===== config.mk =====
export PLATFORM = sky130hd
export DESIGN_NAME = modbus_rtu_master_transaction_unit_flat
export DESIGN_NICKNAME = d
export VERILOG_FILES = /design/src/design/mbrtu_pkg.sv /design/src/design/mbrtu_if.sv /design/src/design/mbrtu_cmd_fifo.sv /design/src/design/mbrtu_front.sv /design/src/design/mbrtu_back.sv /design/src/design/modbus_rtu_master_transaction_unit.sv /design/src/flat_wrapper.sv
export SDC_FILE = /design/constraint.sdc
export NUM_CORES = 1
export LEC_CHECK = 0
export BUFFER_PORTS_ARGS = -buffer_cell sky130_fd_sc_hd__buf_2
export CAP_MARGIN = 0
export CORE_MARGIN = 3
export CORE_UTILIZATION = 45
export CTS_CLUSTER_SIZE = 30
export DETAILED_ROUTE_END_ITERATION = 12
export GPL_TIMING_DRIVEN = 0
export PLACE_DENSITY = 0.74
export SYNTH_ARGS = -nofsm -noshare
export SYNTH_HDL_FRONTEND = slang
export SYNTH_HIERARCHICAL = 1
export SYNTH_SLANG_ARGS = --single-unit

===== constraint.sdc =====
create_clock -name clk_i -period 8 [get_ports clk_i]
set_input_delay 1.6 -clock clk_i [delete_from_list [all_inputs] [get_ports clk_i]]
set_output_delay 1.6 -clock clk_i [all_outputs]
set_load 0.1 [all_outputs]

===== src/design/mbrtu_pkg.sv =====
// Shared types, constants and the CRC16 byte step for the Modbus RTU master.
package mbrtu_pkg;

  // Input item codes.
  typedef enum logic [1:0] {
    FUNC_READ  = 2'd0,
    FUNC_WRITE = 2'd1,
    FUNC_RX    = 2'd2,
    FUNC_END   = 2'd3
  } func_e;

  // Kind of request that waits for its response.
  typedef enum logic [1:0] {
    PEND_NONE  = 2'd0,
    PEND_READ  = 2'd1,
    PEND_WRITE = 2'd2
  } pend_e;

  // Completion status codes.
  typedef enum logic [2:0] {
    ST_OK    = 3'd0,
    ST_SHORT = 3'd1,
    ST_CRC   = 3'd2,
    ST_ADDR  = 3'd3,
    ST_FUNC  = 3'd4,
    ST_FRAME = 3'd5
  } status_e;

  // Back end sequencer states.
  typedef enum logic {
    BK_IDLE = 1'b0,
    BK_REQ  = 1'b1
  } back_state_e;

  // Result kinds.
  localparam logic KIND_TX   = 1'b0;
  localparam logic KIND_DONE = 1'b1;

  // Configuration register index (word index on the APB port).
  localparam logic REG_SLAVE_ADDR = 1'b0;

  // Modbus protocol constants.
  localparam logic [7:0]  FC_READ      = 8'h03;
  localparam logic [7:0]  FC_WRITE     = 8'h06;
  localparam logic [15:0] READ_START   = 16'h001E;
  localparam logic [15:0] READ_COUNT   = 16'h0003;
  localparam logic [15:0] CRC_INIT     = 16'hFFFF;
  localparam logic [15:0] CRC_POLY     = 16'hA001;
  localparam logic [7:0]  FC_MASK      = 8'h7F;
  localparam logic [7:0]  FC_EXC_BIT   = 8'h80;
  localparam int          MIN_LEN      = 5;
  localparam int          READ_LEN     = 11;
  localparam int          WRITE_LEN    = 8;
  localparam int          PAYLOAD_LEN  = 6;
  localparam int          PAYLOAD_POS  = 3;
  localparam logic [2:0]  REQ_LAST_IDX = 3'd7;

  // Command queue between front and back.
  localparam int QDEPTH = 4;
  localparam int QPTR_W = $clog2(QDEPTH);

  // One queued command: a request to transmit or a finished transaction.
  typedef struct packed {
    logic        done;
    status_e     status;
    logic [7:0]  fcode;
    logic [15:0] d0;
    logic [15:0] d1;
    logic [15:0] d2;
  } cmd_t;

  typedef struct packed {
    logic full;
    logic empty;
  } q_status_t;

  // One byte of the Modbus CRC16, reflected polynomial, LSB first.
  function automatic logic [15:0] crc_feed(input logic [15:0] crc_in, input logic [7:0] b);
    logic [15:0] c;
    c = crc_in ^ {8'h00, b};
    for (int k = 0; k < 8; k++) begin
      c = c[0] ? ((c >> 1) ^ CRC_POLY) : (c >> 1);
    end
    return c;
  endfunction

endpackage


===== src/design/mbrtu_if.sv =====
// Valid/ready stream interfaces for the input items and the result beats.
interface mbrtu_req_if;
  logic        valid;
  logic        ready;
  logic [1:0]  func;
  logic [15:0] register_address;
  logic [15:0] write_value;
  logic [7:0]  rx_byte;

  modport source (output valid, func, register_address, write_value, rx_byte,
                  input ready);
  modport sink   (input valid, func, register_address, write_value, rx_byte,
                  output ready);
endinterface

interface mbrtu_rsp_if;
  logic               valid;
  logic               ready;
  logic               kind;
  logic [7:0]         tx_byte;
  logic               last;
  logic [2:0]         status;
  logic signed [15:0] nitrogen;
  logic signed [15:0] phosphorus;
  logic signed [15:0] potassium;

  modport source (output valid, kind, tx_byte, last, status, nitrogen, phosphorus,
                  potassium, input ready);
  modport sink   (input valid, kind, tx_byte, last, status, nitrogen, phosphorus,
                  potassium, output ready);
endinterface


===== src/design/mbrtu_cmd_fifo.sv =====
// Small command queue between the front and back ends.
module mbrtu_cmd_fifo (
  input  logic                clk_i,
  input  logic                rst_ni,
  input  logic                push_i,
  input  mbrtu_pkg::cmd_t     entry_i,
  input  logic                pop_i,
  output mbrtu_pkg::cmd_t     head_o,
  output mbrtu_pkg::q_status_t stat_o
);

  mbrtu_pkg::cmd_t                mem_q [mbrtu_pkg::QDEPTH];
  logic [mbrtu_pkg::QPTR_W-1:0]   wr_q, wr_d;
  logic [mbrtu_pkg::QPTR_W-1:0]   rd_q, rd_d;
  logic [mbrtu_pkg::QPTR_W:0]     cnt_q, cnt_d;

  // Pointer and fill count update.
  always_comb begin
    wr_d  = wr_q;
    rd_d  = rd_q;
    cnt_d = cnt_q;
    if (push_i) begin
      wr_d = wr_q + 1'b1;
    end
    if (pop_i) begin
      rd_d = rd_q + 1'b1;
    end
    if (push_i && !pop_i) begin
      cnt_d = cnt_q + 1'b1;
    end else if (pop_i && !push_i) begin
      cnt_d = cnt_q - 1'b1;
    end
  end

  always_ff @(posedge clk_i or negedge rst_ni) begin
    if (!rst_ni) begin
      wr_q  <= '0;
      rd_q  <= '0;
      cnt_q <= '0;
    end else begin
      wr_q  <= wr_d;
      rd_q  <= rd_d;
      cnt_q <= cnt_d;
    end
  end

  // Entry storage.
  always_ff @(posedge clk_i) begin
    if (push_i) begin
      mem_q[wr_q] <= entry_i;
    end
  end

  assign head_o       = mem_q[rd_q];
  assign stat_o.full  = (cnt_q == (mbrtu_pkg::QPTR_W+1)'(mbrtu_pkg::QDEPTH));
  assign stat_o.empty = (cnt_q == '0);

endmodule


===== src/design/mbrtu_front.sv =====
// Front end: accepts items, tracks the received frame and queues commands.
module mbrtu_front #(
  parameter int MAX_FRAME_BYTES = 50
) (
  input  logic                 clk_i,
  input  logic                 rst_ni,
  mbrtu_req_if.sink            req_i,
  input  logic [7:0]           slave_addr_i,
  input  mbrtu_pkg::q_status_t q_stat_i,
  output logic                 q_push_o,
  output mbrtu_pkg::cmd_t      q_entry_o
);

  localparam int CntW = $clog2(MAX_FRAME_BYTES + 1);
  localparam logic [CntW-1:0] MaxCnt   = CntW'(MAX_FRAME_BYTES);
  localparam logic [CntW-1:0] MinCnt   = CntW'(mbrtu_pkg::MIN_LEN);
  localparam logic [CntW-1:0] ReadCnt  = CntW'(mbrtu_pkg::READ_LEN);
  localparam logic [CntW-1:0] WriteCnt = CntW'(mbrtu_pkg::WRITE_LEN);

  mbrtu_pkg::func_e   func;
  logic               accept;
  mbrtu_pkg::pend_e   pend_q, pend_d;
  logic [15:0]        rreg_q, rreg_d;
  logic [15:0]        rval_q, rval_d;
  logic [CntW-1:0]    cnt_q, cnt_d;
  logic [15:0]        crc_q, crc_d;
  logic [15:0]        tail_q, tail_d;
  logic [15:0]        head_q, head_d;
  logic [7:0]         pay_q [mbrtu_pkg::PAYLOAD_LEN];
  logic [7:0]         pay_d [mbrtu_pkg::PAYLOAD_LEN];
  logic               mism_q, mism_d;
  logic               func_match;
  mbrtu_pkg::status_e status;
  logic               data_ok;

  assign func   = mbrtu_pkg::func_e'(req_i.func);
  // Received bytes never need a queue slot, so they pass even when it is full.
  assign req_i.ready = !q_stat_i.full || (func == mbrtu_pkg::FUNC_RX);
  assign accept = req_i.valid && req_i.ready;

  // Completion status, checked in priority order.
  always_comb begin
    func_match = ((pend_q == mbrtu_pkg::PEND_READ) &&
                  ((head_q[7:0] & mbrtu_pkg::FC_MASK) == mbrtu_pkg::FC_READ)) ||
                 ((pend_q == mbrtu_pkg::PEND_WRITE) &&
                  ((head_q[7:0] & mbrtu_pkg::FC_MASK) == mbrtu_pkg::FC_WRITE));
    data_ok = 1'b0;
    if (cnt_q < MinCnt) begin
      status = mbrtu_pkg::ST_SHORT;
    end else if (crc_q != tail_q) begin
      status = mbrtu_pkg::ST_CRC;
    end else if (head_q[15:8] != slave_addr_i) begin
      status = mbrtu_pkg::ST_ADDR;
    end else if (!func_match) begin
      status = mbrtu_pkg::ST_FUNC;
    end else if ((head_q[7:0] & mbrtu_pkg::FC_EXC_BIT) != 8'h00) begin
      status = mbrtu_pkg::ST_FRAME;
    end else if (pend_q == mbrtu_pkg::PEND_READ) begin
      if (cnt_q != ReadCnt) begin
        status = mbrtu_pkg::ST_FRAME;
      end else begin
        status  = mbrtu_pkg::ST_OK;
        data_ok = 1'b1;
      end
    end else begin
      status = (cnt_q != WriteCnt || mism_q) ? mbrtu_pkg::ST_FRAME : mbrtu_pkg::ST_OK;
    end
  end

  // Receive state and pending request update.
  always_comb begin
    pend_d = pend_q;
    rreg_d = rreg_q;
    rval_d = rval_q;
    cnt_d  = cnt_q;
    crc_d  = crc_q;
    tail_d = tail_q;
    head_d = head_q;
    pay_d  = pay_q;
    mism_d = mism_q;
    if (accept) begin
      if (func == mbrtu_pkg::FUNC_RX) begin
        if (cnt_q < MaxCnt) begin
          if (cnt_q >= CntW'(2)) begin
            crc_d = mbrtu_pkg::crc_feed(crc_q, tail_q[7:0]);
          end
          tail_d = {req_i.rx_byte, tail_q[15:8]};
          if (cnt_q == CntW'(0)) begin
            head_d[15:8] = req_i.rx_byte;
          end
          if (cnt_q == CntW'(1)) begin
            head_d[7:0] = req_i.rx_byte;
          end
          for (int i = 0; i < mbrtu_pkg::PAYLOAD_LEN; i++) begin
            if (cnt_q == CntW'(i + mbrtu_pkg::PAYLOAD_POS)) begin
              pay_d[i] = req_i.rx_byte;
            end
          end
          // Echo check of a write response against the request.
          if ((cnt_q == CntW'(2) && req_i.rx_byte != rreg_q[15:8]) ||
              (cnt_q == CntW'(3) && req_i.rx_byte != rreg_q[7:0]) ||
              (cnt_q == CntW'(4) && req_i.rx_byte != rval_q[15:8]) ||
              (cnt_q == CntW'(5) && req_i.rx_byte != rval_q[7:0])) begin
            mism_d = 1'b1;
          end
          cnt_d = cnt_q + 1'b1;
        end
      end else begin
        // A start or an end drops any partial response.
        cnt_d  = '0;
        crc_d  = mbrtu_pkg::CRC_INIT;
        tail_d = '0;
        head_d = '0;
        mism_d = 1'b0;
        for (int i = 0; i < mbrtu_pkg::PAYLOAD_LEN; i++) begin
          pay_d[i] = '0;
        end
        if (func == mbrtu_pkg::FUNC_READ) begin
          pend_d = mbrtu_pkg::PEND_READ;
          rreg_d = mbrtu_pkg::READ_START;
          rval_d = mbrtu_pkg::READ_COUNT;
        end else if (func == mbrtu_pkg::FUNC_WRITE) begin
          pend_d = mbrtu_pkg::PEND_WRITE;
          rreg_d = req_i.register_address;
          rval_d = req_i.write_value;
        end else begin
          pend_d = mbrtu_pkg::PEND_NONE;
          rreg_d = '0;
          rval_d = '0;
        end
      end
    end
  end

  // Command to the back end.
  always_comb begin
    q_push_o = accept && (func != mbrtu_pkg::FUNC_RX);
    q_entry_o.done   = (func == mbrtu_pkg::FUNC_END);
    q_entry_o.status = mbrtu_pkg::ST_OK;
    q_entry_o.fcode  = '0;
    q_entry_o.d0     = '0;
    q_entry_o.d1     = '0;
    q_entry_o.d2     = '0;
    if (func == mbrtu_pkg::FUNC_END) begin
      q_entry_o.status = status;
      if (data_ok) begin
        q_entry_o.d0 = {pay_q[0], pay_q[1]};
        q_entry_o.d1 = {pay_q[2], pay_q[3]};
        q_entry_o.d2 = {pay_q[4], pay_q[5]};
      end
    end else if (func == mbrtu_pkg::FUNC_READ) begin
      q_entry_o.fcode = mbrtu_pkg::FC_READ;
      q_entry_o.d0    = mbrtu_pkg::READ_START;
      q_entry_o.d1    = mbrtu_pkg::READ_COUNT;
    end else begin
      q_entry_o.fcode = mbrtu_pkg::FC_WRITE;
      q_entry_o.d0    = req_i.register_address;
      q_entry_o.d1    = req_i.write_value;
    end
  end

  always_ff @(posedge clk_i or negedge rst_ni) begin
    if (!rst_ni) begin
      pend_q <= mbrtu_pkg::PEND_NONE;
      rreg_q <= '0;
      rval_q <= '0;
      cnt_q  <= '0;
      crc_q  <= mbrtu_pkg::CRC_INIT;
      tail_q <= '0;
      head_q <= '0;
      mism_q <= 1'b0;
      for (int i = 0; i < mbrtu_pkg::PAYLOAD_LEN; i++) begin
        pay_q[i] <= '0;
      end
    end else begin
      pend_q <= pend_d;
      rreg_q <= rreg_d;
      rval_q <= rval_d;
      cnt_q  <= cnt_d;
      crc_q  <= crc_d;
      tail_q <= tail_d;
      head_q <= head_d;
      mism_q <= mism_d;
      pay_q  <= pay_d;
    end
  end

endmodule


===== src/design/mbrtu_back.sv =====
// Back end: turns queued commands into result beats through an output register.
module mbrtu_back (
  input  logic                 clk_i,
  input  logic                 rst_ni,
  input  logic [7:0]           slave_addr_i,
  input  mbrtu_pkg::q_status_t q_stat_i,
  input  mbrtu_pkg::cmd_t      q_head_i,
  output logic                 q_pop_o,
  mbrtu_rsp_if.source          rsp_o
);

  mbrtu_pkg::back_state_e state_q, state_d;
  logic [2:0]             idx_q, idx_d;
  logic [15:0]            crc_q, crc_d;
  logic [7:0]             fc_q, fc_d;
  logic [15:0]            reg_q, reg_d;
  logic [15:0]            val_q, val_d;
  logic                   ov_q, ov_d;
  logic                   okind_q, okind_d;
  logic [7:0]             otx_q, otx_d;
  logic                   olast_q, olast_d;
  mbrtu_pkg::status_e     ostat_q, ostat_d;
  logic [15:0]            on_q, on_d;
  logic [15:0]            op_q, op_d;
  logic [15:0]            ok_q, ok_d;
  logic                   slot_free;
  logic [7:0]             req_byte;

  assign slot_free = !ov_q || rsp_o.ready;

  // Next state.
  always_comb begin
    state_d = state_q;
    unique case (state_q)
      mbrtu_pkg::BK_IDLE: begin
        if (slot_free && !q_stat_i.empty && !q_head_i.done) begin
          state_d = mbrtu_pkg::BK_REQ;
        end
      end
      mbrtu_pkg::BK_REQ: begin
        if (slot_free && idx_q == mbrtu_pkg::REQ_LAST_IDX) begin
          state_d = mbrtu_pkg::BK_IDLE;
        end
      end
      default: state_d = mbrtu_pkg::BK_IDLE;
    endcase
  end

  // Request byte for the current position of the frame.
  always_comb begin
    case (idx_q)
      3'd1:    req_byte = fc_q;
      3'd2:    req_byte = reg_q[15:8];
      3'd3:    req_byte = reg_q[7:0];
      3'd4:    req_byte = val_q[15:8];
      3'd5:    req_byte = val_q[7:0];
      3'd6:    req_byte = crc_q[7:0];
      3'd7:    req_byte = crc_q[15:8];
      default: req_byte = slave_addr_i;
    endcase
  end

  // Queue pop, frame sequencing and output register load.
  always_comb begin
    q_pop_o = 1'b0;
    idx_d   = idx_q;
    crc_d   = crc_q;
    fc_d    = fc_q;
    reg_d   = reg_q;
    val_d   = val_q;
    ov_d    = ov_q && !rsp_o.ready;
    okind_d = okind_q;
    otx_d   = otx_q;
    olast_d = olast_q;
    ostat_d = ostat_q;
    on_d    = on_q;
    op_d    = op_q;
    ok_d    = ok_q;
    unique case (state_q)
      mbrtu_pkg::BK_IDLE: begin
        if (slot_free && !q_stat_i.empty) begin
          q_pop_o = 1'b1;
          ov_d    = 1'b1;
          if (q_head_i.done) begin
            okind_d = mbrtu_pkg::KIND_DONE;
            otx_d   = '0;
            olast_d = 1'b1;
            ostat_d = q_head_i.status;
            on_d    = q_head_i.d0;
            op_d    = q_head_i.d1;
            ok_d    = q_head_i.d2;
          end else begin
            // Address byte goes out as the request is taken.
            okind_d = mbrtu_pkg::KIND_TX;
            otx_d   = slave_addr_i;
            olast_d = 1'b0;
            ostat_d = mbrtu_pkg::ST_OK;
            on_d    = '0;
            op_d    = '0;
            ok_d    = '0;
            crc_d   = mbrtu_pkg::crc_feed(mbrtu_pkg::CRC_INIT, slave_addr_i);
            idx_d   = 3'd1;
            fc_d    = q_head_i.fcode;
            reg_d   = q_head_i.d0;
            val_d   = q_head_i.d1;
          end
        end
      end
      mbrtu_pkg::BK_REQ: begin
        if (slot_free) begin
          ov_d    = 1'b1;
          okind_d = mbrtu_pkg::KIND_TX;
          otx_d   = req_byte;
          olast_d = (idx_q == mbrtu_pkg::REQ_LAST_IDX);
          ostat_d = mbrtu_pkg::ST_OK;
          on_d    = '0;
          op_d    = '0;
          ok_d    = '0;
          idx_d   = idx_q + 1'b1;
          // The CRC covers the six header bytes only.
          if (idx_q <= 3'd5) begin
            crc_d = mbrtu_pkg::crc_feed(crc_q, req_byte);
          end
        end
      end
      default: ;
    endcase
  end

  always_ff @(posedge clk_i or negedge rst_ni) begin
    if (!rst_ni) begin
      state_q <= mbrtu_pkg::BK_IDLE;
      idx_q   <= '0;
      ov_q    <= 1'b0;
    end else begin
      state_q <= state_d;
      idx_q   <= idx_d;
      ov_q    <= ov_d;
    end
  end

  always_ff @(posedge clk_i) begin
    crc_q   <= crc_d;
    fc_q    <= fc_d;
    reg_q   <= reg_d;
    val_q   <= val_d;
    okind_q <= okind_d;
    otx_q   <= otx_d;
    olast_q <= olast_d;
    ostat_q <= ostat_d;
    on_q    <= on_d;
    op_q    <= op_d;
    ok_q    <= ok_d;
  end

  assign rsp_o.valid      = ov_q;
  assign rsp_o.kind       = okind_q;
  assign rsp_o.tx_byte    = otx_q;
  assign rsp_o.last       = olast_q;
  assign rsp_o.status     = ostat_q;
  assign rsp_o.nitrogen   = on_q;
  assign rsp_o.phosphorus = op_q;
  assign rsp_o.potassium  = ok_q;

endmodule


===== src/design/modbus_rtu_master_transaction_unit.sv =====
// Modbus RTU master top level: front end, command queue, back end and APB register.
// Received bytes are taken one per cycle always; start and end items wait only while
// the 4-entry command queue is full. A start item yields 8 beats at one per cycle, an end
// item one beat, while ready holds; from an idle back end the first beat passes the queue
// and then the output register, whose one beat per cycle sets the sustained request rate.
// Reset clears the receive state, the queue and the output; slave_address resets to 1.
module modbus_rtu_master_transaction_unit #(
  parameter int MAX_FRAME_BYTES = 50
) (
  input  logic        clk_i,
  input  logic        rst_ni,
  mbrtu_req_if.sink   req_i,
  mbrtu_rsp_if.source rsp_o,
  input  logic        psel,
  input  logic        penable,
  input  logic        pwrite,
  input  logic [2:0]  paddr,
  input  logic [31:0] pwdata,
  output logic [31:0] prdata,
  output logic        pready
);

  logic                 slave_sel;
  logic [7:0]           slave_q;
  logic                 q_push;
  logic                 q_pop;
  mbrtu_pkg::cmd_t      q_entry;
  mbrtu_pkg::cmd_t      q_head;
  mbrtu_pkg::q_status_t q_stat;
  logic                 cfg_wr;

  // APB register: slave address at word index zero.
  assign pready    = 1'b1;
  assign cfg_wr    = psel && penable && pwrite;
  assign slave_sel = (paddr[2] == mbrtu_pkg::REG_SLAVE_ADDR);

  always_ff @(posedge clk_i or negedge rst_ni) begin
    if (!rst_ni) begin
      slave_q <= 8'h01;
    end else if (cfg_wr && slave_sel) begin
      slave_q <= pwdata[7:0];
    end
  end

  assign prdata = slave_sel ? {24'h000000, slave_q} : 32'h0000_0000;

  mbrtu_front #(
    .MAX_FRAME_BYTES(MAX_FRAME_BYTES)
  ) u_front (
    .clk_i        (clk_i),
    .rst_ni       (rst_ni),
    .req_i        (req_i),
    .slave_addr_i (slave_q),
    .q_stat_i     (q_stat),
    .q_push_o     (q_push),
    .q_entry_o    (q_entry)
  );

  mbrtu_cmd_fifo u_fifo (
    .clk_i   (clk_i),
    .rst_ni  (rst_ni),
    .push_i  (q_push),
    .entry_i (q_entry),
    .pop_i   (q_pop),
    .head_o  (q_head),
    .stat_o  (q_stat)
  );

  mbrtu_back u_back (
    .clk_i        (clk_i),
    .rst_ni       (rst_ni),
    .slave_addr_i (slave_q),
    .q_stat_i     (q_stat),
    .q_head_i     (q_head),
    .q_pop_o      (q_pop),
    .rsp_o        (rsp_o)
  );

  // The front end never pushes into a full queue.
  assert property (@(posedge clk_i) disable iff (!rst_ni) !(q_push && q_stat.full))
    else $error("command pushed into a full queue");

  // The back end only pops a queue that holds an entry.
  assert property (@(posedge clk_i) disable iff (!rst_ni) q_pop |-> !q_stat.empty)
    else $error("command popped from an empty queue");

  // An accepted start item leaves a command waiting in the next cycle.
  assert property (@(posedge clk_i) disable iff (!rst_ni)
    (req_i.valid && req_i.ready &&
     (req_i.func == mbrtu_pkg::FUNC_READ || req_i.func == mbrtu_pkg::FUNC_WRITE))
    |=> !q_stat.empty)
    else $error("start item left no queued request");

endmodule


===== src/flat_wrapper.sv =====
// flat-port wrapper written by rule: the top's interface ports become plain ports
module modbus_rtu_master_transaction_unit_flat 
#(
  parameter int MAX_FRAME_BYTES = 50
)
  (clk_i, rst_ni, psel, penable, pwrite, paddr, pwdata, prdata, pready, req_i_valid, req_i_func, req_i_register_address, req_i_write_value, req_i_rx_byte, req_i_ready, rsp_o_valid, rsp_o_kind, rsp_o_tx_byte, rsp_o_last, rsp_o_status, rsp_o_nitrogen, rsp_o_phosphorus, rsp_o_potassium, rsp_o_ready);
  mbrtu_req_if req_i_i ();
  mbrtu_rsp_if rsp_o_i ();
  input  logic clk_i;
  input  logic rst_ni;
  input  logic psel;
  input  logic penable;
  input  logic pwrite;
  input  logic [2:0] paddr;
  input  logic [31:0] pwdata;
  output logic [31:0] prdata;
  output logic pready;
  input wire logic [$bits(req_i_i.valid)-1:0] req_i_valid;
  input wire logic [$bits(req_i_i.func)-1:0] req_i_func;
  input wire logic [$bits(req_i_i.register_address)-1:0] req_i_register_address;
  input wire logic [$bits(req_i_i.write_value)-1:0] req_i_write_value;
  input wire logic [$bits(req_i_i.rx_byte)-1:0] req_i_rx_byte;
  output wire logic [$bits(req_i_i.ready)-1:0] req_i_ready;
  output wire logic [$bits(rsp_o_i.valid)-1:0] rsp_o_valid;
  output wire logic [$bits(rsp_o_i.kind)-1:0] rsp_o_kind;
  output wire logic [$bits(rsp_o_i.tx_byte)-1:0] rsp_o_tx_byte;
  output wire logic [$bits(rsp_o_i.last)-1:0] rsp_o_last;
  output wire logic [$bits(rsp_o_i.status)-1:0] rsp_o_status;
  output wire logic [$bits(rsp_o_i.nitrogen)-1:0] rsp_o_nitrogen;
  output wire logic [$bits(rsp_o_i.phosphorus)-1:0] rsp_o_phosphorus;
  output wire logic [$bits(rsp_o_i.potassium)-1:0] rsp_o_potassium;
  input wire logic [$bits(rsp_o_i.ready)-1:0] rsp_o_ready;
  assign req_i_i.valid = req_i_valid;
  assign req_i_i.func = req_i_func;
  assign req_i_i.register_address = req_i_register_address;
  assign req_i_i.write_value = req_i_write_value;
  assign req_i_i.rx_byte = req_i_rx_byte;
  assign req_i_ready = req_i_i.ready;
  assign rsp_o_valid = rsp_o_i.valid;
  assign rsp_o_kind = rsp_o_i.kind;
  assign rsp_o_tx_byte = rsp_o_i.tx_byte;
  assign rsp_o_last = rsp_o_i.last;
  assign rsp_o_status = rsp_o_i.status;
  assign rsp_o_nitrogen = rsp_o_i.nitrogen;
  assign rsp_o_phosphorus = rsp_o_i.phosphorus;
  assign rsp_o_potassium = rsp_o_i.potassium;
  assign rsp_o_i.ready = rsp_o_ready;
  modbus_rtu_master_transaction_unit #(.MAX_FRAME_BYTES(MAX_FRAME_BYTES)) u_core (.clk_i(clk_i), .rst_ni(rst_ni), .req_i(req_i_i), .rsp_o(rsp_o_i), .psel(psel), .penable(penable), .pwrite(pwrite), .paddr(paddr), .pwdata(pwdata), .prdata(prdata), .pready(pready));
endmodule

-- Word-level counts from Yosys, hierarchy flattened
Memories as Yosys holds them, arrays and structs flattened.
Index checks and enable logic that the tools add are counted.
Widths: inputs -> output; s select.
- register bits after elaboration: 274
- bits of input ports: 84
- word-level logic and storage cells: 293
- output and inout bits: 96
- memories: 1
- bits in writable memories: 240
- memories (memory ; words ; width ; rd ports ; clocked after memory_dff ; write ports ; RTL line ; text):
    u_core.u_fifo.mem_q ; 4 ; 60 ; 1 ; 0 ; 1 ; mbrtu_cmd_fifo.sv:12 ; mbrtu_pkg::cmd_t mem_q [mbrtu_pkg::QDEPTH];
- muxes and demuxes: 120
- add/subtract/negate cells: 6
- magnitude comparators: 4
- bitwise gates (word level): 31
- equality and inequality tests: 47
- reductions and logical operators: 51
- operators with widths (cell ; number):
    $mux 16 ; 47
    $mux 48 ; 3
    $pmux 16 s2 ; 4
    $mux 8 ; 13
    $not 2->3 ; 24
    $pmux 8 s7 ; 1
    $mux 3 ; 17
    $ne 8x8->1 ; 5
    $reduce_and 3->1 ; 12
    $mux 35 ; 1
    $mux 32 ; 1
    $xor 16x8->16 ; 2
    $ne 2x1->1 const B ; 13
    $eq 6x3->1 const B ; 4
    $mux 1 ; 22
    $logic_and 1x1->1 ; 17
    $ne 16x16->1 ; 1
    $not 8->16 ; 1
    $pmux 8 s2 ; 1
    $eq 3x3->1 const B ; 5
    $eq 6x2->1 const B ; 2
    $mux 6 ; 2
    $ne 6x4->1 const B ; 2
    $pmux 3 s2 ; 2
    28 further kinds ; 57

-- Depth between registers and ports, before layout
Gate-level depths: netlist of the first run.
- depth after elaboration: 22
- depth in mapped cells: 13
- depth with buffers taken out: 11

-- Cells and area by module
Netlist of the first run, hierarchy kept.
- modules (own cells, without submodules) (module ; cells each ; area an instance (µm²) ; seq. area each (µm²) ; instances):
    mbrtu_cmd_fifo ; 348 ; 9121.2 ; 7382.1 ; 1
    mbrtu_front ; 714 ; 6902.9 ; 3448.3 ; 1
    mbrtu_back ; 384 ; 5340.1 ; 3638.5 ; 1
    modbus_rtu_master_transaction_unit ; 52 ; 580.6 ; 201.4 ; 1

-- Worst setup path after synthesis of the first run
No wires, ideal clock.
- kind: input to register
- start point: input rsp_o_ready
- end point: register u_core.u_back.fc_q[0], enable pin
- data arrival time: 5.523 ns
- stages: 2
- data required time: 7.461 ns
- setup time: 0.539 ns
- buffers on the path: 0
- setup slack: 1.938 ns
- path through: nor2b_1 nor4_1
- word-level cells in the longest chain between the ends: 3
- RTL lines (element ; RTL line ; text):
    start, declared ; flat_wrapper.sv:32 ; input wire logic [$bits(rsp_o_i.ready)-1:0] rsp_o_ready;
    $logic_or 1x1->1 ; mbrtu_back.sv:29 ; assign slot_free = !ov_q || rsp_o.ready;
    $logic_and 1x1->1 ; mbrtu_back.sv:81 ; if (slot_free && !q_stat_i.empty) begin
    $reduce_and 3->1 (no source line) ; - ;
    end signal, assigned ; mbrtu_back.sv:144 ; fc_q <= fc_d;
    end, declared ; mbrtu_back.sv:15 ; logic [7:0] fc_q, fc_d;
No other way between the ends.
A chain may end at the register's enable or synchronous reset.

-- Worst setup path in the final report of the first run
- start point: input req_i_func[0]
- end point: output req_i_ready
- word-level cells in the longest chain between the ends: 2
- RTL lines (element ; RTL line ; text):
    start, declared ; flat_wrapper.sv:19 ; input wire logic [$bits(req_i_i.func)-1:0] req_i_func;
    $eq 2x2->1 ; mbrtu_front.sv:38 ; assign req_i.ready = !q_stat_i.full || (func == mbrtu_pkg::FUNC_RX);
    $logic_or 1x1->1 ; mbrtu_front.sv:38 ;
    end, declared ; flat_wrapper.sv:23 ; output wire logic [$bits(req_i_i.ready)-1:0] req_i_ready;
No other way between the ends.

==> results of run 1 <==
==> routing by layer <==
metal	track usage, %	wire length (um)
met4	7.78	1890
met1	28.9	21700
met2	34.8	26300
met5	0	0
met3	3.83	4080
==> final cells by class <==
class	count	area share [%]
clock buffer	71	5.75
multi-input combinational	869	26.1
buffer	125	2.92
tap	615	3.03
clock inverter	23	0.868
timing repair buffer	132	3.27
inverter	17	0.252
sequential	514	57.9
==> worst min path at each step <==
stage | end | slack (ns) | from | depth (start not counted)
after floorplan | u_core/u_front/mism_q | 0.46 | u_core/u_front/mism_q | 1
after global placement | u_core/u_front/rval_q[12] | 0.47 | u_core/u_front/rval_q[12] | 2
after detailed placement | u_core/u_front/rval_q[12] | 0.48 | u_core/u_front/rval_q[12] | 2
after CTS | u_core/u_front/rval_q[12] | 0.49 | u_core/u_front/rval_q[12] | 2
after global routing | u_core/u_front/rval_q[5] | 0.51 | u_core/u_front/rval_q[5] | 2
final | u_core/u_front/mism_q | 0.49 | u_core/u_front/mism_q | 1
==> power by group through the flow <==
stage / sequential, mW / combinational, mW / clock (mW)
after global routing: 3.76 / 3.77 / 2.53
after detailed placement: 3.77 / 3.51 / 0
after CTS: 3.72 / 3.53 / 2.42
final: 3.72 / 3.53 / 2.37
after global placement: 3.78 / 3.39 / 0
after floorplan: 4.30 / 2.08 / 0
==> synthesized netlist by cell type (3+ instances only) <==
master / instances / area share, %
conb_1: 3 / 0.051
o211ai_1: 3 / 0.10
a22o_1: 41 / 1.6
nand3_1: 93 / 2.1
edfxtp_1: 357 / 49
and2b_2: 8 / 0.32
a32o_1: 10 / 0.46
a31oi_1: 4 / 0.11
o22a_1: 8 / 0.32
ha_1: 25 / 1.4
nor2_1: 45 / 0.77
buf_1: 8 / 0.14
clkbuf_1: 59 / 1.0
xor2_1: 56 / 2.2
buf_12: 6 / 0.55
inv_1: 14 / 0.24
and3_1: 54 / 1.5
nor2b_1: 3 / 0.086
dfrtp_1: 140 / 16
dfstp_2: 17 / 2.0
nand4_1: 9 / 0.26
a31o_2: 4 / 0.16
mux4_2: 58 / 6.0
nand2_1: 124 / 2.1
buf_2: 15 / 0.34
nand2b_1: 12 / 0.34
buf_4: 33 / 1.1
o21ai_0: 72 / 1.6
mux2_2: 16 / 0.82
a21oi_1: 36 / 0.82
nor4_1: 9 / 0.26
buf_6: 4 / 0.21
nor3_1: 5 / 0.11
o2bb2ai_1: 8 / 0.32
a22oi_1: 13 / 0.44
xnor2_1: 48 / 1.9
o22ai_1: 6 / 0.17
and2_1: 20 / 0.57
==> placed cells by master (no fill, tap or decap), types with 9 or more instances in the layout <==
cell type	netlist	routed
ha_1	25	25
and2_1	20	16
mux2_2	16	16
nor2_1	45	45
o21ai_0	72	72
edfxtp_1	357	357
nand2b_1	12	12
dfrtp_1	140	140
nand3_1	93	93
nand4_1	9	9
inv_1	14	14
clkbuf_16	0	54
clkbuf_1	59	71
dfstp_2	17	17
a22o_1	41	41
xnor2_1	48	48
conb_1	3	30
a21oi_1	36	35
a32o_1	10	10
and3_1	54	54
a22oi_1	13	13
mux4_2	58	58
buf_4	33	38
nand2_1	124	124
xor2_1	56	56
buf_2	15	134
==> logic make-up after synthesis <==
logic type,count (synthesis)
adder cells (fa/ha/maj),26
buffers and inverters,142
multiplexers,77
other,3
AND/OR/NAND/NOR,400
XOR/XNOR,106
flip-flops,514
AO/OA/AOI/OAI,230
==> metrics.yaml, run 1 <==
status: "finished, final reports clean"
grt_max_degree: 92
ys_warn_count: 6
placed_area_um2: 23700
synth_compound_area_share_pct: 7.20
pwr-share-clk_pct: 24.7
wl_per_cell_um: 22.8
r2r_end: "u_core/u_back/crc_q[15]"
vias_per_cell: 5.70
power_frac_seq_pct: 38.7
htree_levels: 2
synthSimpleGateAreaFrac_pct: 9.33
drc: 0
largest_register: "u_core/u_fifo/mem_q"
cts_tree: "built"
synth_edf_count: 357
start_kind: "primary input"
areaGrowthSynthToFinish_pct: 15.6
drtIter0Drc: 1443
drv_cap: 0
ir_drop_uv: 219
port_buffers: 120
cts_sinks: 514
antenna_found_initial: 0
multi_input_area_um2: 6610
start_util_pct: 45.8
power_density_nw_per_um2: 379
gp_congestion: 0.920
regArea_um2: 14700
fillers: 3804
hold_violations: 0
cts.path.max_buffers: 3
pwr-share-comb_pct: 36.7
critPathBufInv: 4
num_rows: 80
crit_required_ns: 6.40
synthArstFlopShare_pct: 30.5
fin_crit_ns: 4.41
critical_path.slowest_cell: "buf_2"
drive_gt1_share_pct: 22.3
cts.clk_slew.worst_paths_ns: 0.06
holdCritPathClass: "reg -> reg"
finalPower_mw: 9.62
drt_wl_total_mm: 54.0
worstMarginPinSlew_ns: 1.19
numCtsBuffers: 51
slew_headroom_pct: 20.4
rsz0062_at_grt: "no"
p_leak_nw: 10.1
setup_tns_ns: 0
grt_pass1_wl_mm: 81.9
die_y_um: 227
nNetsFinal: 1820
cp_max_fo: 8
intPower_mw: 6.09
switching_power_mw: 3.53
critPathCapture: "req_i_ready"
synth_mux_area_share_pct: 7.06
drtPass1Iterations: 5
path_cells: "buf_2 -> inv_1 -> ha_1 -> buf_2 -> nand2b_1 -> buf_2"
cts_hold_repair.buffers: 0
synth_fa_ha_area_share_pct: 1.52
syn_avg_cell_area_um2: 14.6
r2r_slack_ns: 4.30
critPathMaxStageDelay_ns: 0.46
worstSkewPairLatency_ns: 0.59
dr_total_vias: 13500
dp.cells: 2272
setup_viol_count_final: 0
slew_viol_final: 0
cp-end-kind: "output port"
ys.flop_type: "edfxtp_1"
clock-root-buffer: "clkbuf_16"
r2r_cells: 11
cp.depth: 6
first_global_vias: 13500
ioPinCount: 180
synth-seq-cells: 514
netlist_area_um2: 21900
die_w_um: 227
reg.largest.list: "u_core/u_fifo/mem_q x240, u_core/u_front/pay_q x48"
critical_path_class: "in -> out"
pre_cts_slack_ns: 3.44
worst_path_most_repeated_cell: "buf_2"
gr-total-overflow: 0
core_um2: 47900
layout_setup_ws_ns: 3.59
power_switching_share_pct: 36.7
instances_no_fill: 2366
largest_register_ffs: 240
synthCells: 1498
final_area_um2: 25400
ys_types: 77
whs_ns: 0.487
timing.fmax_mhz: 227
insertedDiodeCount: 0
dieArea_um2: 51500
dp_hpwl_mm: 38.2
synth_xor_area_share_pct: 4.33
cts_resized: 0
cts_setup_buffers: 0
r2r_start: "u_core/u_back/idx_q[1]"
synth_top_family_by_area: "simple AND/OR/NAND/NOR gates"
min_period_over_period_pct: 55.1
cp-startpoint: "req_i_func[0]"
cp_top_family: "buffers and inverters"
fin_skew_ns: 0.0197
postRouteAntennaNets: 0
seq_area_frac_synth_pct: 66.9
track_usage_pct: 21.3
final_util_pct: 52.9
cp_data_arrival_time_ns: 2.81
(Power assumes the default switching activity.)
==> inputs of run 2 (changes only) <==
- clock period: 8 -> 4.1 ns (I/O delays scaled with it)
==> metrics.yaml, run 2 (synthesis gave the netlist of run 1 again) <==
layout_commonest_cell: "edfxtp_1"
grt_pass1_wl_mm: 81.1
critical_path_class: "reg -> reg"
hold_violations: 0
status: "finished, final reports clean"
die_w_um: 227
port_buffers: 120
fin_crit_ns: 3.68
worstMarginPinSlew_ns: 1.41
dp_hpwl_mm: 38.1
critPathMaxStageDelay_ns: 0.48
core_um2: 47900
cp-end-kind: "flop"
cts_setup_buffers: 0
vias_per_cell: 5.69
gr-total-overflow: 0
worstSkewPairLatency_ns: 0.59
drtPass1Iterations: 5
dr_total_vias: 13500
track_usage_pct: 21.0
drt_wl_total_mm: 53.8
timing.fmax_mhz: 272
gp_congestion: 0.902
instances_no_fill: 2367
setup_viol_count_final: 0
drc: 0
cts.clk_slew.worst_paths_ns: 0.06
holdCritPathClass: "in -> async"
drtIter0Drc: 1407
drive_gt1_share_pct: 22.2
first_global_vias: 13500
htree_levels: 2
largest_register_ffs: 240
num_rows: 80
clock-root-buffer: "clkbuf_16"
ioPinCount: 180
drv_cap: 0
slew_headroom_pct: 5.24
p_leak_nw: 10.1
antenna_found_initial: 0
areaGrowthSynthToFinish_pct: 15.7
start_kind: "flop"
dieArea_um2: 51500
rsz0062_at_grt: "no"
path_cells: "ha_1 -> ha_1 -> clkbuf_1 -> a22oi_1 -> nand2_1 -> a211oi_1 -> mux2_2 -> xnor2_1 -> xnor3_2 -> xnor2_1 -> o21ai_0"
dp.cells: 2270
crit_required_ns: 4.42
mostFrequentLayoutCells: "357 x edfxtp_1, 140 x dfrtp_1, 134 x buf_2, 124 x nand2_1, 93 x nand3_1"
ir_drop_uv: 489
finalPower_mw: 18.8
cts_sinks: 514
setup_tns_ns: 0
largest_register: "u_core/u_fifo/mem_q"
whs_ns: 0.102
critical_path.slowest_cell: "dfrtp_1"
cp_max_fo: 10
numCtsBuffers: 52
min_period_over_period_pct: 89.7
cp_data_arrival_time_ns: 4.00
cts_hold_repair.buffers: 0
wl_per_cell_um: 22.7
cts_tree: "built"
die_y_um: 227
power_density_nw_per_um2: 742
start_util_pct: 45.8
slew_viol_final: 0
final_util_pct: 53.0
cts.path.max_buffers: 3
reg.largest.list: "u_core/u_fifo/mem_q x240, u_core/u_front/pay_q x48"
insertedDiodeCount: 0
fin_skew_ns: 0.0169
cts_resized: 0
postRouteAntennaNets: 0
grt_max_degree: 126
nNetsFinal: 1819
==> run 2: cell count changes in the layout (fill, tap and decap cells not counted), sizes merged <==
cell / previous run / this run
inv: 16 / 19
clkinv: 15 / 17
buf: 198 / 196
clkbuf: 130 / 126
bufinv: 3 / 5
==> run 2: layout make-up <==
class	instances	area, um^2
Fill cell	3891	22600
Sequential cell	514	14700
Multi-Input combinational cell	869	6620
Clock buffer	67	1390
Timing Repair Buffer	130	833
Tap cell	615	769
Buffer	125	739
Clock inverter	30	308
Inverter	17	63.8
==> run 2: path summary, 6_finish.rpt <==
path / start / slack, ns / endpoint / cells after the start
worst max-delay path: u_core/u_back/idx_q[1] / 0.42 / u_core/u_back/crc_q[0] / 11
worst min-delay path: rst_ni / 0.10 / u_core/u_front/tail_q[7] / 1
worst max register to register: u_core/u_back/idx_q[1] / 0.42 / u_core/u_back/crc_q[0] / 11
worst min register to register: u_core/u_fifo/cnt_q[2] / 0.49 / u_core/u_fifo/cnt_q[2] / 1
max in group asynchronous: rst_ni / 3.03 / u_core/u_front/rreg_q[6] / 2
min in group clk_i: pwdata[7] / 0.46 / u_core/slave_q[7] / 2
==> run 2: critical path: cells and delay by family, from the launching register on <==
family	cells	cell delay (ns)
fa+ha+maj	2	0.43
flops	1	0.48
mux	1	0.43
compound gates	3	0.78
buf+inv	1	0.31
xor+xnor	3	0.90
simple gates	1	0.07
==> run 2: where the power goes <==
group / switching (mW) / leakage [nW] / internal [mW]
Sequential: 0.458 / 5.51 / 6.80
Clock: 1.99 / 0.812 / 2.72
Combinational: 4.47 / 3.75 / 2.40
Total: 6.92 / 10.1 / 11.9
==> run 2: stage by stage <==
stage	setup WS [ns]	area (um^2)
global placement	-1.42	23400
CTS	0.446	25400
floorplan	0.0715	22100
detailed placement	0.331	23700
finish	0.424	25400
global route	0.243	25400
==> run 2: layer usage <==
layer / up-vias / global-route usage, % / share of wire, %
li1: 5989 / - / -
met1: 6820 / 28.6 / 41
met2: 557 / 34.8 / 49
met3: 106 / 3.65 / 7.2
met4: 0 / 6.54 / 2.9
met5: - / 0 / 0
==> inputs of run 3 (changes only) <==
- REMOVE_ABC_BUFFERS: default -> 1
==> metrics.yaml, run 3 (synthesis gave the netlist of run 1 again) <==
power_frac_seq_pct: 39.9
cp_top_family: "XOR/XNOR gates"
slew_viol_final: 0
power_switching_share_pct: 36.7
r2r_end: "u_core/u_back/crc_q[14]"
switching_power_mw: 6.87
dieArea_um2: 51500
r2r_start: "u_core/u_back/idx_q[2]"
intPower_mw: 11.8
port_buffers: 128
worstMarginPinSlew_ns: 1.07
nNetsFinal: 1709
cts_hold_repair.buffers: 0
fin_crit_ns: 3.97
grt_pass1_wl_mm: 78.6
r2r_slack_ns: 0.13
setup_viol_count_final: 0
drive_gt1_share_pct: 22.4
track_usage_pct: 20.3
timing.fmax_mhz: 252
cts_resized: 3
cts_sinks: 514
p_leak_nw: 9.83
die_y_um: 227
ioPinCount: 180
critPathBufInv: 1
areaGrowthSynthToFinish_pct: 13.7
numCtsBuffers: 51
grt_max_degree: 95
cts.path.max_buffers: 3
slew_headroom_pct: 28.7
ir_drop_uv: 518
pwr-share-comb_pct: 34.4
mostFrequentLayoutCells: "357 x edfxtp_1, 137 x dfrtp_1, 127 x buf_2, 123 x nand2_1, 93 x nand3_1"
final_util_pct: 52.0
num_rows: 80
layout_commonest_cell: "edfxtp_1"
dp_hpwl_mm: 34.1
gr-total-overflow: 0
cp_max_fo: 26
first_global_vias: 12900
finalPower_mw: 18.7
drt_wl_total_mm: 52.0
status: "finished, final reports clean"
rsz0062_at_grt: "no"
critical_path.slowest_cell: "dfrtp_2"
largest_register: "u_core/u_fifo/mem_q"
die_w_um: 227
critPathMaxStageDelay_ns: 0.73
dp.cells: 2161
critical_path_class: "reg -> reg"
wl_per_cell_um: 23.0
htree_levels: 2
layout_setup_ws_ns: 0.134
worstSkewPairLatency_ns: 0.59
min_period_over_period_pct: 96.7
reg.largest.list: "u_core/u_fifo/mem_q x240, u_core/u_front/pay_q x48"
drtPass1Iterations: 7
cts_setup_buffers: 0
drtIter0Drc: 1568
core_um2: 47900
vias_per_cell: 5.76
drv_cap: 0
postRouteAntennaNets: 0
dr_total_vias: 13000
holdCritPathClass: "in -> async"
clock-root-buffer: "clkbuf_16"
hold_violations: 0
path_cells: "inv_1 -> ha_1 -> a22oi_1 -> nand2_1 -> a211oi_1 -> mux2_2 -> xnor2_1 -> xnor3_2 -> xor2_1 -> a21oi_1"
whs_ns: 0.237
cts.clk_slew.worst_paths_ns: 0.07
pwr-share-clk_pct: 25.8
cts_tree: "built"
fin_skew_ns: 0.0152
power_density_nw_per_um2: 750
cp_data_arrival_time_ns: 4.26
pre_cts_slack_ns: -1.02
crit_required_ns: 4.40
instances_no_fill: 2258
drc: 0
largest_register_ffs: 240
antenna_found_initial: 5
start_util_pct: 45.8
cp-end-kind: "flop"
start_kind: "flop"
r2r_cells: 10
gp_congestion: 0.885
## run 3: power groups by stage
| stage | Clock, mW | Sequential (mW) | Combinational [mW] |
|---|---|---|---|
| final | 4.82 | 7.46 | 6.42 |
| after CTS | 4.90 | 7.46 | 6.40 |
| after global placement | 0 | 7.78 | 5.98 |
| after floorplan | 0 | 8.64 | 3.55 |
| after global routing | 5.14 | 7.55 | 6.82 |
| after detailed placement | 0 | 7.55 | 6.33 |
## run 3: cell type report
| type | instances | area [um^2] |
|---|---|---|
| antenna | 1 | 2.50 |
| clock buffer | 66 | 1510 |
| clock inverter | 30 | 265 |
| fill | 3862 | 23000 |
| inverter | 17 | 70.1 |
| multi-input combinational | 869 | 6640 |
| sequential | 514 | 14700 |
| tap | 615 | 769 |
| timing repair buffer | 146 | 1010 |
## run 3: metrics by stage
step,instance area (um^2),TNS (ns)
finish,25000,0
global route,25000,0
floorplan,21300,-726.42
global placement,22700,-2054.43
CTS,24900,0
detailed placement,23200,-161.83
## run 3: how the worst max path moves through the flow
| stage | depth (start not counted) | end | start |
|---|---|---|---|
| 2_1_floorplan | 2 | u_core/u_back/fc_q[0] | u_core/u_fifo/rd_q[0] |
| 3_3_place_gp | 3 | u_core/u_back/state_q | u_core/u_fifo/rd_q[0] |
| 3_5_place_dp | 10 | u_core/u_fifo/cnt_q[1] | req_i_func[0] |
| 4_1_cts | 10 | u_core/u_fifo/cnt_q[1] | req_i_func[0] |
| 5_1_grt | 8 | u_core/u_fifo/cnt_q[1] | u_core/u_fifo/cnt_q[0] |
| 6_report | 10 | u_core/u_back/crc_q[14] | u_core/u_back/idx_q[2] |
## run 3: layer usage
layer	part of all wire, %	wire length [um]	up-vias	track usage, %
li1	-	-	5761	-
met1	42	21800	6660	28.4
met2	48	25200	486	32.9
met3	6.9	3580	106	3.57
met4	2.7	1430	4	5.76
met5	0.052	27	-	0
## run 3: worst reg2reg max path: stages (launching register included)
cell	delay [ns]
dfrtp_2	0.73
inv_1	0.29
ha_1	0.43
a22oi_1	0.27
nand2_1	0.09
a211oi_1	0.40
mux2_2	0.42
xnor2_1	0.32
xnor3_2	0.46
xor2_1	0.17
a21oi_1	0.09
